<file path="src/rtl/lsc_pkg.sv">
// ----------------------------------------------------------------------------
// lsc_pkg
// Shared types and constants for the LRU sector cache.
// ----------------------------------------------------------------------------
package lsc_pkg;

    // Fixed field widths
    localparam int TRACK_W     = 16;
    localparam int SECTOR_W    = 16;
    localparam int WORD_W      = 64;
    localparam int STATUS_W    = 3;
    localparam int LINE_W      = 4;
    localparam int COUNT_W     = 5;
    localparam int LC_W        = 5;

    // Stream packing
    localparam int S_TDATA_W   = 96;  // track, sector, payload_in
    localparam int M_TDATA_W   = 80;  // line, payload_out, item_count, zero pad
    localparam int M_PAD_W     = M_TDATA_W - LINE_W - WORD_W - COUNT_W;

    // Configuration port
    localparam int APB_ADDR_W  = 3;
    localparam int APB_DATA_W  = 32;
    localparam int REG_IDX_W   = APB_ADDR_W - 2;
    localparam logic [REG_IDX_W-1:0] REG_LINE_COUNT = '0;
    localparam logic [LC_W-1:0]      LINE_COUNT_RESET = 5'd16;

    localparam logic ACTION_GET = 1'b0;
    localparam logic ACTION_PUT = 1'b1;

    typedef enum logic [STATUS_W-1:0] {
        ST_GET_HIT  = 3'd0,
        ST_GET_MISS = 3'd1,
        ST_PUT_UPD  = 3'd2,
        ST_PUT_FILL = 3'd3,
        ST_PUT_REPL = 3'd4
    } status_t;

    // Controller to datapath commands
    typedef struct packed {
        logic load;    // capture the incoming item
        logic eval;    // tag compare and victim select, latch decision
        logic commit;  // apply update, load output register
    } lsc_cmd_t;

endpackage

</file>
<file path="src/rtl/lsc_cfg.sv">
// ----------------------------------------------------------------------------
// lsc_cfg
// APB register block holding line_count; a write to it flushes the cache.
// ----------------------------------------------------------------------------
module lsc_cfg (
    input  logic                            clk,
    input  logic                            rst_n,
    input  logic                            psel,
    input  logic                            penable,
    input  logic                            pwrite,
    input  logic [lsc_pkg::APB_ADDR_W-1:0]  paddr,
    input  logic [lsc_pkg::APB_DATA_W-1:0]  pwdata,
    output logic [lsc_pkg::APB_DATA_W-1:0]  prdata,
    output logic                            pready,
    output logic [lsc_pkg::LC_W-1:0]        line_count,
    output logic                            flush
);
    import lsc_pkg::*;

    logic [LC_W-1:0]      line_count_reg;
    logic [REG_IDX_W-1:0] reg_idx;
    logic                 wr_line_count;

    assign pready        = 1'b1;
    assign reg_idx       = paddr[APB_ADDR_W-1:2];
    assign wr_line_count = psel && penable && pwrite && pready && (reg_idx == REG_LINE_COUNT);
    assign flush         = wr_line_count;
    assign line_count    = line_count_reg;

    always_comb
    begin
        prdata = '0;
        if (reg_idx == REG_LINE_COUNT)
        begin
            prdata = APB_DATA_W'(line_count_reg);
        end
    end

    always_ff @(posedge clk or negedge rst_n)
    begin
        if (!rst_n)
        begin
            line_count_reg <= LINE_COUNT_RESET;
        end
        else if (wr_line_count)
        begin
            line_count_reg <= pwdata[LC_W-1:0];
        end
    end

endmodule

</file>
<file path="src/rtl/lsc_ctrl.sv">
// ----------------------------------------------------------------------------
// lsc_ctrl
// Sequencer: accept, evaluate, write back; owns the output valid.
// ----------------------------------------------------------------------------
module lsc_ctrl (
    input  logic              clk,
    input  logic              rst_n,
    input  logic              s_tvalid,
    output logic              s_tready,
    output logic              m_tvalid,
    input  logic              m_tready,
    output lsc_pkg::lsc_cmd_t cmd
);
    import lsc_pkg::*;

    typedef enum logic [1:0] {
        IDLE,
        EVAL,
        WRITE
    } state_t;

    state_t state_reg, state_next;
    logic   m_tvalid_reg, m_tvalid_next;
    logic   load_ok;
    logic   accept;

    // output slot can take a new result this cycle
    assign load_ok  = !m_tvalid_reg || m_tready;
    assign s_tready = (state_reg == IDLE) || ((state_reg == WRITE) && load_ok);
    assign accept   = s_tvalid && s_tready;
    assign m_tvalid = m_tvalid_reg;

    assign cmd.load   = accept;
    assign cmd.eval   = (state_reg == EVAL);
    assign cmd.commit = (state_reg == WRITE) && load_ok;

    always_comb
    begin
        state_next = state_reg;
        case (state_reg)
            IDLE:
            begin
                if (accept)
                begin
                    state_next = EVAL;
                end
            end
            EVAL:
            begin
                state_next = WRITE;
            end
            WRITE:
            begin
                if (load_ok)
                begin
                    state_next = accept ? EVAL : IDLE;
                end
            end
            default:
            begin
                state_next = IDLE;
            end
        endcase

        if (cmd.commit)
        begin
            m_tvalid_next = 1'b1;
        end
        else if (m_tready)
        begin
            m_tvalid_next = 1'b0;
        end
        else
        begin
            m_tvalid_next = m_tvalid_reg;
        end
    end

    always_ff @(posedge clk or negedge rst_n)
    begin
        if (!rst_n)
        begin
            state_reg    <= IDLE;
            m_tvalid_reg <= 1'b0;
        end
        else
        begin
            state_reg    <= state_next;
            m_tvalid_reg <= m_tvalid_next;
        end
    end

    a_accept_to_eval: assert property (@(posedge clk) disable iff (!rst_n)
        (s_tvalid && s_tready) |=> (state_reg == EVAL))
        else $error("accepted transfer did not start evaluation");

    a_eval_to_write: assert property (@(posedge clk) disable iff (!rst_n)
        (state_reg == EVAL) |=> (state_reg == WRITE))
        else $error("evaluation not followed by write back");

    a_no_overwrite: assert property (@(posedge clk) disable iff (!rst_n)
        (m_tvalid && !m_tready) |-> !cmd.commit ##1 m_tvalid)
        else $error("pending result overwritten");

    a_valid_from_commit: assert property (@(posedge clk) disable iff (!rst_n)
        $rose(m_tvalid) |-> $past(cmd.commit))
        else $error("output valid without a commit");

endmodule

</file>
<file path="src/rtl/lsc_datapath.sv">
// ----------------------------------------------------------------------------
// lsc_datapath
// Tag array, recency ranks, payload store, decision and output registers.
// ----------------------------------------------------------------------------
module lsc_datapath #(
    parameter int MAX_LINES  = 16,
    parameter int DATA_WIDTH = 64
) (
    input  logic                          clk,
    input  logic                          rst_n,
    input  lsc_pkg::lsc_cmd_t             cmd,
    input  logic                          flush,
    input  logic [lsc_pkg::LC_W-1:0]      line_count,
    input  logic                          in_action,
    input  logic [lsc_pkg::TRACK_W-1:0]   in_track,
    input  logic [lsc_pkg::SECTOR_W-1:0]  in_sector,
    input  logic [lsc_pkg::WORD_W-1:0]    in_payload,
    output logic [lsc_pkg::STATUS_W-1:0]  out_status,
    output logic [lsc_pkg::LINE_W-1:0]    out_line,
    output logic [lsc_pkg::WORD_W-1:0]    out_payload,
    output logic [lsc_pkg::COUNT_W-1:0]   out_count
);
    import lsc_pkg::*;

    localparam int IDX_W = $clog2(MAX_LINES);
    localparam int CNT_W = $clog2(MAX_LINES + 1);

    // captured item
    logic                  act_reg;
    logic [TRACK_W-1:0]    trk_reg;
    logic [SECTOR_W-1:0]   sct_reg;
    logic [DATA_WIDTH-1:0] dat_reg;

    // cache state
    logic [TRACK_W-1:0]    tag_track_reg  [MAX_LINES];
    logic [SECTOR_W-1:0]   tag_sector_reg [MAX_LINES];
    logic [DATA_WIDTH-1:0] payload_reg    [MAX_LINES];
    logic [MAX_LINES-1:0]  valid_reg;
    logic [IDX_W-1:0]      rank_reg       [MAX_LINES];
    logic [CNT_W-1:0]      total_reg;

    // decision
    status_t               dec_status_reg;
    logic [IDX_W-1:0]      dec_idx_reg;
    logic [IDX_W-1:0]      dec_rank_reg;
    logic [DATA_WIDTH-1:0] dec_data_reg;

    // output register
    status_t               out_status_reg;
    logic [LINE_W-1:0]     out_line_reg;
    logic [WORD_W-1:0]     out_payload_reg;
    logic [COUNT_W-1:0]    out_count_reg;

    logic [CNT_W-1:0]      n_lines;
    logic [IDX_W-1:0]      last_rank;
    logic [MAX_LINES-1:0]  active, match, free, lru;
    logic [IDX_W-1:0]      hit_idx, free_idx, lru_idx;
    status_t               eval_status;
    logic [IDX_W-1:0]      eval_idx;
    logic                  is_put, is_touch;
    logic [CNT_W-1:0]      total_next;

    // active line count: zero acts as one, clamp to the built size
    always_comb
    begin
        if (line_count == '0)
        begin
            n_lines = CNT_W'(1);
        end
        else if (32'(line_count) > MAX_LINES)
        begin
            n_lines = CNT_W'(MAX_LINES);
        end
        else
        begin
            n_lines = CNT_W'(line_count);
        end
    end

    assign last_rank = IDX_W'(n_lines - CNT_W'(1));

    always_comb
    begin
        for (int j = 0; j < MAX_LINES; j++)
        begin
            active[j] = 32'(j) < 32'(n_lines);
            match[j]  = valid_reg[j] && active[j]
                        && (tag_track_reg[j] == trk_reg) && (tag_sector_reg[j] == sct_reg);
            free[j]   = !valid_reg[j] && active[j];
            // all active lines are valid when this is used: ranks are a permutation
            lru[j]    = valid_reg[j] && active[j] && (rank_reg[j] == last_rank);
        end
    end

    // lowest-index priority encoders
    always_comb
    begin
        hit_idx  = '0;
        free_idx = '0;
        lru_idx  = '0;
        for (int j = MAX_LINES - 1; j >= 0; j--)
        begin
            if (match[j])
            begin
                hit_idx = IDX_W'(j);
            end
            if (free[j])
            begin
                free_idx = IDX_W'(j);
            end
            if (lru[j])
            begin
                lru_idx = IDX_W'(j);
            end
        end
    end

    always_comb
    begin
        if (act_reg == ACTION_GET)
        begin
            eval_status = (|match) ? ST_GET_HIT : ST_GET_MISS;
            eval_idx    = (|match) ? hit_idx : '0;
        end
        else if (|match)
        begin
            eval_status = ST_PUT_UPD;
            eval_idx    = hit_idx;
        end
        else if (|free)
        begin
            eval_status = ST_PUT_FILL;
            eval_idx    = free_idx;
        end
        else
        begin
            eval_status = ST_PUT_REPL;
            eval_idx    = lru_idx;
        end
    end

    always_ff @(posedge clk)
    begin
        if (cmd.load)
        begin
            act_reg <= in_action;
            trk_reg <= in_track;
            sct_reg <= in_sector;
            dat_reg <= in_payload[DATA_WIDTH-1:0];
        end
        if (cmd.eval)
        begin
            dec_status_reg <= eval_status;
            dec_idx_reg    <= eval_idx;
            dec_rank_reg   <= rank_reg[eval_idx];
            dec_data_reg   <= payload_reg[eval_idx];
        end
    end

    assign is_put   = (dec_status_reg == ST_PUT_UPD) || (dec_status_reg == ST_PUT_FILL)
                      || (dec_status_reg == ST_PUT_REPL);
    assign is_touch = (dec_status_reg == ST_GET_HIT) || (dec_status_reg == ST_PUT_UPD)
                      || (dec_status_reg == ST_PUT_REPL);
    assign total_next = (dec_status_reg == ST_PUT_FILL) ? total_reg + CNT_W'(1) : total_reg;

    // tags and payloads: no reset, reachable only through valid lines
    always_ff @(posedge clk)
    begin
        if (cmd.commit && is_put)
        begin
            payload_reg[dec_idx_reg] <= dat_reg;
            if (dec_status_reg != ST_PUT_UPD)
            begin
                tag_track_reg[dec_idx_reg]  <= trk_reg;
                tag_sector_reg[dec_idx_reg] <= sct_reg;
            end
        end
        if (cmd.commit)
        begin
            out_status_reg  <= dec_status_reg;
            out_line_reg    <= LINE_W'(dec_idx_reg);
            out_payload_reg <= (dec_status_reg == ST_GET_HIT) ? WORD_W'(dec_data_reg) : '0;
            out_count_reg   <= COUNT_W'(total_next);
        end
    end

    always_ff @(posedge clk or negedge rst_n)
    begin
        if (!rst_n)
        begin
            valid_reg <= '0;
            total_reg <= '0;
            for (int j = 0; j < MAX_LINES; j++)
            begin
                rank_reg[j] <= '0;
            end
        end
        else if (flush)
        begin
            valid_reg <= '0;
            total_reg <= '0;
            for (int j = 0; j < MAX_LINES; j++)
            begin
                rank_reg[j] <= '0;
            end
        end
        else if (cmd.commit)
        begin
            total_reg <= total_next;
            for (int j = 0; j < MAX_LINES; j++)
            begin
                if (IDX_W'(j) == dec_idx_reg && (is_touch || dec_status_reg == ST_PUT_FILL))
                begin
                    rank_reg[j] <= '0;
                end
                else if (is_touch && valid_reg[j] && active[j] && rank_reg[j] < dec_rank_reg)
                begin
                    rank_reg[j] <= rank_reg[j] + IDX_W'(1);
                end
                else if (dec_status_reg == ST_PUT_FILL && valid_reg[j] && active[j])
                begin
                    rank_reg[j] <= rank_reg[j] + IDX_W'(1);
                end
            end
            if (dec_status_reg == ST_PUT_FILL)
            begin
                valid_reg[dec_idx_reg] <= 1'b1;
            end
        end
    end

    assign out_status  = out_status_reg;
    assign out_line    = out_line_reg;
    assign out_payload = out_payload_reg;
    assign out_count   = out_count_reg;

    a_count_matches_valid: assert property (@(posedge clk) disable iff (!rst_n)
        $countones(valid_reg) == 32'(total_reg))
        else $error("valid line count out of step with valid bits");

    a_fill_has_room: assert property (@(posedge clk) disable iff (!rst_n)
        (cmd.commit && dec_status_reg == ST_PUT_FILL) |-> !valid_reg[dec_idx_reg])
        else $error("fill targets a valid line");

endmodule

</file>
<file path="src/rtl/lru_sector_cache.sv">
// A result is offered once the accepted item has passed the evaluate and
// write-back states: tag compare and victim select in evaluate, write back of
// tags, ranks and payload in write back. The next item can be accepted in the
// same cycle that write back commits; output stalls hold the write back and intake.
// Reset (rst_n, async): all lines invalid, ranks and count zero, line_count 16;
// tags and payloads are not cleared and need no clearing pass.
// ----------------------------------------------------------------------------
// lru_sector_cache
// Fully associative track/sector cache with LRU replacement.
// ----------------------------------------------------------------------------
module lru_sector_cache #(
    parameter int MAX_LINES  = 16,
    parameter int DATA_WIDTH = 64
) (
    input  logic                            clk,
    input  logic                            rst_n,
    // configuration
    input  logic                            psel,
    input  logic                            penable,
    input  logic                            pwrite,
    input  logic [lsc_pkg::APB_ADDR_W-1:0]  paddr,
    input  logic [lsc_pkg::APB_DATA_W-1:0]  pwdata,
    output logic [lsc_pkg::APB_DATA_W-1:0]  prdata,
    output logic                            pready,
    // request stream
    input  logic                            s_tvalid,
    output logic                            s_tready,
    input  logic [lsc_pkg::S_TDATA_W-1:0]   s_tdata,   // track, sector, payload_in
    input  logic                            s_tuser,   // action
    // result stream
    output logic                            m_tvalid,
    input  logic                            m_tready,
    output logic [lsc_pkg::M_TDATA_W-1:0]   m_tdata,   // line, payload_out, item_count, pad
    output logic [lsc_pkg::STATUS_W-1:0]    m_tuser    // status
);
    import lsc_pkg::*;

    lsc_cmd_t             cmd;
    logic                 flush;
    logic [LC_W-1:0]      line_count;
    logic [LINE_W-1:0]    out_line;
    logic [WORD_W-1:0]    out_payload;
    logic [COUNT_W-1:0]   out_count;

    lsc_cfg u_cfg (
        .clk        (clk),
        .rst_n      (rst_n),
        .psel       (psel),
        .penable    (penable),
        .pwrite     (pwrite),
        .paddr      (paddr),
        .pwdata     (pwdata),
        .prdata     (prdata),
        .pready     (pready),
        .line_count (line_count),
        .flush      (flush)
    );

    lsc_ctrl u_ctrl (
        .clk      (clk),
        .rst_n    (rst_n),
        .s_tvalid (s_tvalid),
        .s_tready (s_tready),
        .m_tvalid (m_tvalid),
        .m_tready (m_tready),
        .cmd      (cmd)
    );

    lsc_datapath #(
        .MAX_LINES  (MAX_LINES),
        .DATA_WIDTH (DATA_WIDTH)
    ) u_datapath (
        .clk         (clk),
        .rst_n       (rst_n),
        .cmd         (cmd),
        .flush       (flush),
        .line_count  (line_count),
        .in_action   (s_tuser),
        .in_track    (s_tdata[TRACK_W-1:0]),
        .in_sector   (s_tdata[TRACK_W+SECTOR_W-1:TRACK_W]),
        .in_payload  (s_tdata[S_TDATA_W-1:TRACK_W+SECTOR_W]),
        .out_status  (m_tuser),
        .out_line    (out_line),
        .out_payload (out_payload),
        .out_count   (out_count)
    );

    assign m_tdata = {{M_PAD_W{1'b0}}, out_count, out_payload, out_line};

endmodule

</file>
<file path="config.mk">
export PLATFORM = sky130hd
export DESIGN_NAME = lru_sector_cache
export DESIGN_NICKNAME = d
export VERILOG_FILES = /design/src/rtl/lsc_pkg.sv /design/src/rtl/lsc_cfg.sv /design/src/rtl/lsc_ctrl.sv /design/src/rtl/lsc_datapath.sv /design/src/rtl/lru_sector_cache.sv
export SDC_FILE = /design/constraint.sdc
export NUM_CORES = 2
export LEC_CHECK = 0
export BUFFER_PORTS_ARGS = -buffer_cell sky130_fd_sc_hd__buf_2
export CAP_MARGIN = 20
export CORE_ASPECT_RATIO = 0.75
export CORE_MARGIN = 4
export CORE_UTILIZATION = 35
export DETAILED_ROUTE_END_ITERATION = 16
export PLACE_DENSITY = 0.59
export SETUP_SLACK_MARGIN = 0.02
export SLEW_MARGIN = 20
export SYNTH_ARGS = -nofsm -noshare
export SYNTH_HDL_FRONTEND = slang
export SYNTH_SLANG_ARGS = --single-unit
</file>
<file path="constraint.sdc">
create_clock -name clk -period 6 [get_ports clk]
set_input_delay 1.2 -clock clk [delete_from_list [all_inputs] [get_ports clk]]
set_output_delay 1.2 -clock clk [all_outputs]
set_load 0.03 [all_outputs]
</file>
# Word level (Yosys, flattened, before mapping)
# Memories as Yosys holds them, arrays and structs flattened. A register that Yosys moved wholly into a read port is not among the register bits.
# Cells that the tools add are included.
# W data, S select, Z words.
# classes
addsub,18
n_mul,0
div,0
n_lt_le_gt_ge,36
n_eq_ne,71
shift,0
mux,131
n_bitwise,3
reduce_logical,250
# op_table
cell,count
$eq A16 B16 Y1,32
$mux W4,102
$logic_and A1 B1 Y1,183
$mux W64,2
$add A4 B1 Y4 const B,16
$eq A4 B4 Y1,16
$lt A4 B4 Y1,16
$reduce_bool A4 Y1,16
$mux W16,3
$lt A4 B5 Y1 const A,8
$reduce_and A2 Y1,18
$eq A4 B4 Y1 const A,8
$reduce_or A16 Y1,2
$mux W5,6
$lt A3 B5 Y1 const A,4
$logic_not A1 Y1,17
$bmux W4 S4,1
$eq A3 B4 Y1 const A,4
$or A16 B16 Y16,1
$lt A1 B5 Y1 const A,2
$lt A2 B5 Y1 const A,2
$mux W1,10
$mux W3,3
$eq A2 B4 Y1 const A,2
other kinds (24),35
# word_totals
ff_bits,277
latch_bits,0
mem_bits_rw,1536
rom_bits,0
input_bits,139
mem_count,3
# mem_list
memory,words,width,rd,rd_ports_with_merged_regs,wr,line_no,text
u_datapath.payload_reg,16,64,1,1,1,lsc_datapath.sv:37,logic [DATA_WIDTH-1:0] payload_reg [MAX_LINES];
u_datapath.tag_sector_reg,16,16,16,0,1,lsc_datapath.sv:36,logic [SECTOR_W-1:0] tag_sector_reg [MAX_LINES];
u_datapath.tag_track_reg,16,16,16,0,1,lsc_datapath.sv:35,logic [TRACK_W-1:0] tag_track_reg [MAX_LINES];

# Depth between registers and ports, before layout
# depth
ltp_word,29
mapped_depth,24

# By module
# A second synthesis with hierarchy kept.
# unflattened
hier_cells,5271
area_unflattened_um2,79072.1
# modules_own_cells
mod,instances,cells_per_inst,area_each_um2,seq_area_each_um2
lsc_datapath,1,5199,78382.7,55698.4
lsc_cfg,1,47,471.7,126.4
lsc_ctrl,1,17,161.4,75.1
lru_sector_cache,1,8,56.3,0.0

# Least setup slack after synthesis
# Ideal clock, no wire load.
# synth_path
path_type,input-to-reg
from,input port m_tready
to,"memory u_datapath.payload_reg[13][0], enable pin"
t_arrival_ns,4.739
required_time_ns,5.514
setup_slack_ns,0.775
path_stages,6
n_path_buf,1
cell_sequence,nand2b_1 > nand2b_1 > clkbuf_1 > nor3_1 > nand2_1 > nor2_1
# synth_between
elab_chain_cells,5
# synth_lines
element,line_no,text
"start, declared",lru_sector_cache.sv:32,"input logic m_tready,"
$logic_or A1 B1 Y1,lsc_ctrl.sv:28,assign load_ok = !m_tvalid_reg || m_tready;
$logic_and A1 B1 Y1,lsc_ctrl.sv:35,assign cmd.commit = (state_reg == WRITE) && load_ok;
$logic_and A1 B1 Y1,lsc_datapath.sv:169,if (cmd.commit && is_put)
$mux W1,lsc_datapath.sv:169,
$mux W1 (implied by the code),lsc_datapath.sv:171,payload_reg[dec_idx_reg] <= dat_reg;
"end, declared",lsc_datapath.sv:37,
# Every way passes these cells.

# Final worst setup path
# layout_path
from,register u_cfg.line_count_reg[4] (netlist: u_cfg.line_count[4])
to,"register u_datapath.dec_data_reg[14] (read register of u_datapath.payload_reg), data pin"
# layout_between
elab_chain_cells,25
# layout_lines
element,line_no,text
"start, declared",lsc_cfg.sv:20,logic [LC_W-1:0] line_count_reg;
"start signal, assigned",lsc_cfg.sv:47,line_count_reg <= pwdata[LC_W-1:0];
$gt A5 B5 Y1,lsc_datapath.sv:70,else if (32'(line_count) > MAX_LINES)
$mux W5,lsc_datapath.sv:70,
$mux W5 (*),lsc_datapath.sv:66,if (line_count == '0)
$sub A4 B1 Y4 or $lt A4 B5 Y1 (tied branches),"lsc_datapath.sv:80, lsc_datapath.sv:86",
$eq A4 B4 Y1 or $logic_and A1 B1 Y1 (tied branches),"lsc_datapath.sv:91, lsc_datapath.sv:87",
$logic_and A1 B1 Y1 (on tied branches),"lsc_datapath.sv:91, lsc_datapath.sv:88",
$mux W4 or $logic_and A1 B1 Y1 (tied branches),"lsc_datapath.sv:111, lsc_datapath.sv:88",
$mux W4 (on tied branches) (15 in a row),"lsc_datapath.sv:111, lsc_datapath.sv:103",
$mux W4 (on tied branches),"lsc_datapath.sv:130, lsc_datapath.sv:103",
$mux W4 (on tied branches),"lsc_datapath.sv:125, lsc_datapath.sv:123",
$mux W4 (*),lsc_datapath.sv:120,if (act_reg == ACTION_GET)
"end, declared",lsc_datapath.sv:46,logic [DATA_WIDTH-1:0] dec_data_reg;
# Every way passes the cells marked *; elsewhere a longest branch is shown, timed or not.
# A chain may end at the register's enable or synchronous reset.

==> results.toml <==
[logic_synthesis]
synth_seq_area_share_pct = 71.3
yosysWarnings = 0
netlist_area_um2 = 78400
ys_async_sr_fraction_pct = 4.95
synthCells = 4954
avgSynthCellArea_um2 = 15.8
ys_ff_latch = 1877
ys.flop_type = "edfxtp_1"
synth_edf_count = 1784
yosysUniqueCellTypes = 84

[status]
status = "completed"

[clocking]
insertion_delay_ns = 0.86
clock_sinks = 1877
htree_levels = 4
cts_setup_buffers = 0
cts_tree = "yes"
cts-hold-fix-buffers = 0
clockBufferDepth = 4
cts_made_buffers = 193
cts.reportedPaths.clkPinSlew_ns = 0.06
cts.repair.resized = 0
root_buffer = "clkbuf_16"

[sta]
rsz0062_at_grt = "no"
worstMarginPinSlew_ns = 1.07
drv_slew = 0
min_period_over_period_pct = 93.4
fin_setup_tns_ns = 0
relSlewSlack_pct = 28.4
whs_ns = 0.435
hold_viol = 0
finalClockSkew_ns = 0.0793
max_freq_ghz = 0.178
layout_min_cycle_time_ns = 5.61
finalSetupViolations = 0
worst_slack_ns = 0.395

[critical_path]
cp.required_ns = 6.57
cp-end-kind = "register"
crit_path_max_fanout = 26
worstSetupStartpointType = "register"
crit_slowest_cell = "a2111oi_0"
path_delay_family = "simple AND/OR/NAND/NOR gates"
crit_chain = "or4_4, nand2_4, inv_2, ha_1, buf_4, xor2_1, nand2_1, nor4_1, buf_4, or2_2, or3_1, o211ai_1, a21oi_4, buf_12, buf_12, mux2_2, a2111oi_0, buf_4, nand3_1"
cp_common_cell = "buf_4"
critPathKind = "register to register"
critPathBufInv = 6
slowest_delay_ns = 0.71
worst_ep_arrival_time_ns = 6.18

[detailed_routing]
wl_per_cell_um = 24.3
wl_met3_um = 12700
wirelength_um = 207000
wl_met1_um = 99400
vias_per_cell = 5.20
dr.pass1.iters = 6
drc = 0
vias = 44439
routed.top_layer = "met4"
drtIter0Drc = 4090
wl_met2_um = 90500
antenna_left = 0

[floorplan]
die_area_um2 = 232000
placement_rows = 150
io_pins = 257
start_util_pct = 35.2
core_area_um2 = 223000
dieWidth_um = 554
die_y_um = 418

[min_path]
hp-class = "input pin to async pin"

[placement]
portBuffers = 192
place.gp.congestion = 0.877
post-place-ws_ns = 0.457
dp_hpwl_um = 125000
placedCellCount = 8206

[global_route]
grt_pass1_vias = 43333
grtUsageTotal_pct = 17.5
grt_max_degree = 77
gr-total-overflow = 0
antenna_found_initial = 10
grt_pass1_wl_um = 301000

[pwr]
ir_drop_mv = 0.222
p_leak_nw = 33.0
powerDensity_nw_per_um2 = 312

[cells_and_area]
syn_to_final_growth_pct = 16.2
fin_cells = 8546
final_core_util_pct = 40.9
largest_reg_flops = 1024
nNetsFinal = 5642
drive_gt1_share_pct = 16.1

[run]
maxCapViolCount = 0
## kinds of logic (layout without fill, tap and decap cells)
logic type / Yosys count / after routing / synth area share [%]
AO/OA/AOI/OAI: 434 / 434 / 4.12
XOR/XNOR: 603 / 603 / 6.82
adder cells (fa/ha/maj): 67 / 67 / 1.07
buffers and inverters: 295 / 889 / 2.09
flip-flops: 1877 / 1877 / 71.3
multiplexers: 547 / 547 / 7.10
other: 2 / 36 / 0.00958
AND/OR/NAND/NOR: 1129 / 1129 / 7.47
## worst paths after layout
check / from / endpoint / cells after the start / slack (ns)
min reg2reg: u_datapath.dec_data_reg[15] / u_datapath.out_payload[15] / 1 / 0.52
max: u_cfg.line_count[4] / u_datapath.dec_data_reg[14] / 19 / 0.39
min in group clk: s_tdata[80] / u_datapath.dat_reg[48] / 1 / 0.51
max reg2reg: u_cfg.line_count[4] / u_datapath.dec_data_reg[14] / 19 / 0.39
max in group asynchronous: rst_n / u_ctrl.m_tvalid / 2 / 4.28
min: rst_n / u_datapath.rank_reg[33] / 1 / 0.43
## synth_stat cells, types with 4 or more instances
| cell type | count | share of area, % |
|---|---|---|
| mux2_2 | 49 | 0.70 |
| mux2_1 | 21 | 0.30 |
| o211ai_1 | 6 | 0.057 |
| a21oi_1 | 79 | 0.50 |
| a21o_1 | 7 | 0.067 |
| and4_1 | 4 | 0.045 |
| nor4_1 | 83 | 0.66 |
| inv_1 | 19 | 0.091 |
| or3_1 | 8 | 0.064 |
| o22ai_1 | 7 | 0.056 |
| buf_6 | 10 | 0.14 |
| nand4b_1 | 8 | 0.089 |
| and2_1 | 73 | 0.58 |
| xnor2_1 | 422 | 4.7 |
| xnor3_1 | 4 | 0.11 |
| dfrtp_1 | 92 | 2.9 |
| a2111oi_1 | 18 | 0.23 |
| nor4b_1 | 6 | 0.067 |
| buf_2 | 93 | 0.59 |
| o21a_1 | 4 | 0.038 |
| nor3_1 | 239 | 1.5 |
| a32o_1 | 10 | 0.13 |
| o21ai_0 | 70 | 0.45 |
| xor2_1 | 176 | 2.0 |
| a2111oi_0 | 51 | 0.57 |
| nand4_1 | 164 | 1.3 |
| o2111ai_1 | 6 | 0.067 |
| nand2_1 | 159 | 0.76 |
| nand3_1 | 94 | 0.60 |
| ha_1 | 66 | 1.1 |
| edfxtp_1 | 1784 | 68 |
| and3_1 | 4 | 0.032 |
| a31oi_1 | 6 | 0.048 |
| nor2_1 | 197 | 0.94 |
| nor2b_1 | 28 | 0.22 |
| buf_1 | 9 | 0.043 |
| nand2b_1 | 34 | 0.27 |
| or2_2 | 7 | 0.056 |
| mux2i_1 | 477 | 6.1 |
| or4_1 | 4 | 0.038 |
| o22a_1 | 138 | 1.5 |
| buf_4 | 86 | 0.82 |
| clkbuf_1 | 73 | 0.35 |
## final cells by class
type	instances	area (µm²)
fill	20088	132000
sequential	1877	55900
multi-input combinational	2815	21200
clock buffer	251	5130
timing repair buffer	528	4270
tap	2964	3710
clock inverter	88	746
inverter	22	90.1
antenna	1	2.50
## where the power goes
group | switching, W | internal (W)
Clock | 0.00491 | 0.00652
Combinational | 0.00124 | 0.000733
Sequential | 0.000379 | 0.0146
## per-stage QoR
stage / power, W / instance area, µm²
2_1_floorplan: 0.0164 / 78500
3_3_place_gp: 0.0172 / 85200
3_5_place_dp: 0.0173 / 85200
4_1_cts: 0.0287 / 91100
5_1_grt: 0.0295 / 91100
6_report: 0.0284 / 91100
## cells in the final DEF, fill, tap and decap left out, types with 63 or more instances in the layout
master     instances
buf_2            191
nand2_1          155
nor2_1           163
buf_12            63
and2_1            71
xor2_1           176
edfxtp_1        1784
nor4_1            83
nand3_1           94
ha_1              66
dfrtp_1           92
o21ai_0           70
a21oi_1           79
buf_4            274
nor3_1           238
xnor2_1          422
o22a_1           138
clkbuf_16        195
nand4_1          164
mux2i_1          477
## routing by layer
metal / vias up / GRT usage [%]
met5: - / 0
met4: 0 / 4.45
met3: 286 / 2.54
met2: 1493 / 26.2
met1: 22713 / 26.6
li1: 19947 / -
(Power assumes the default switching activity.)
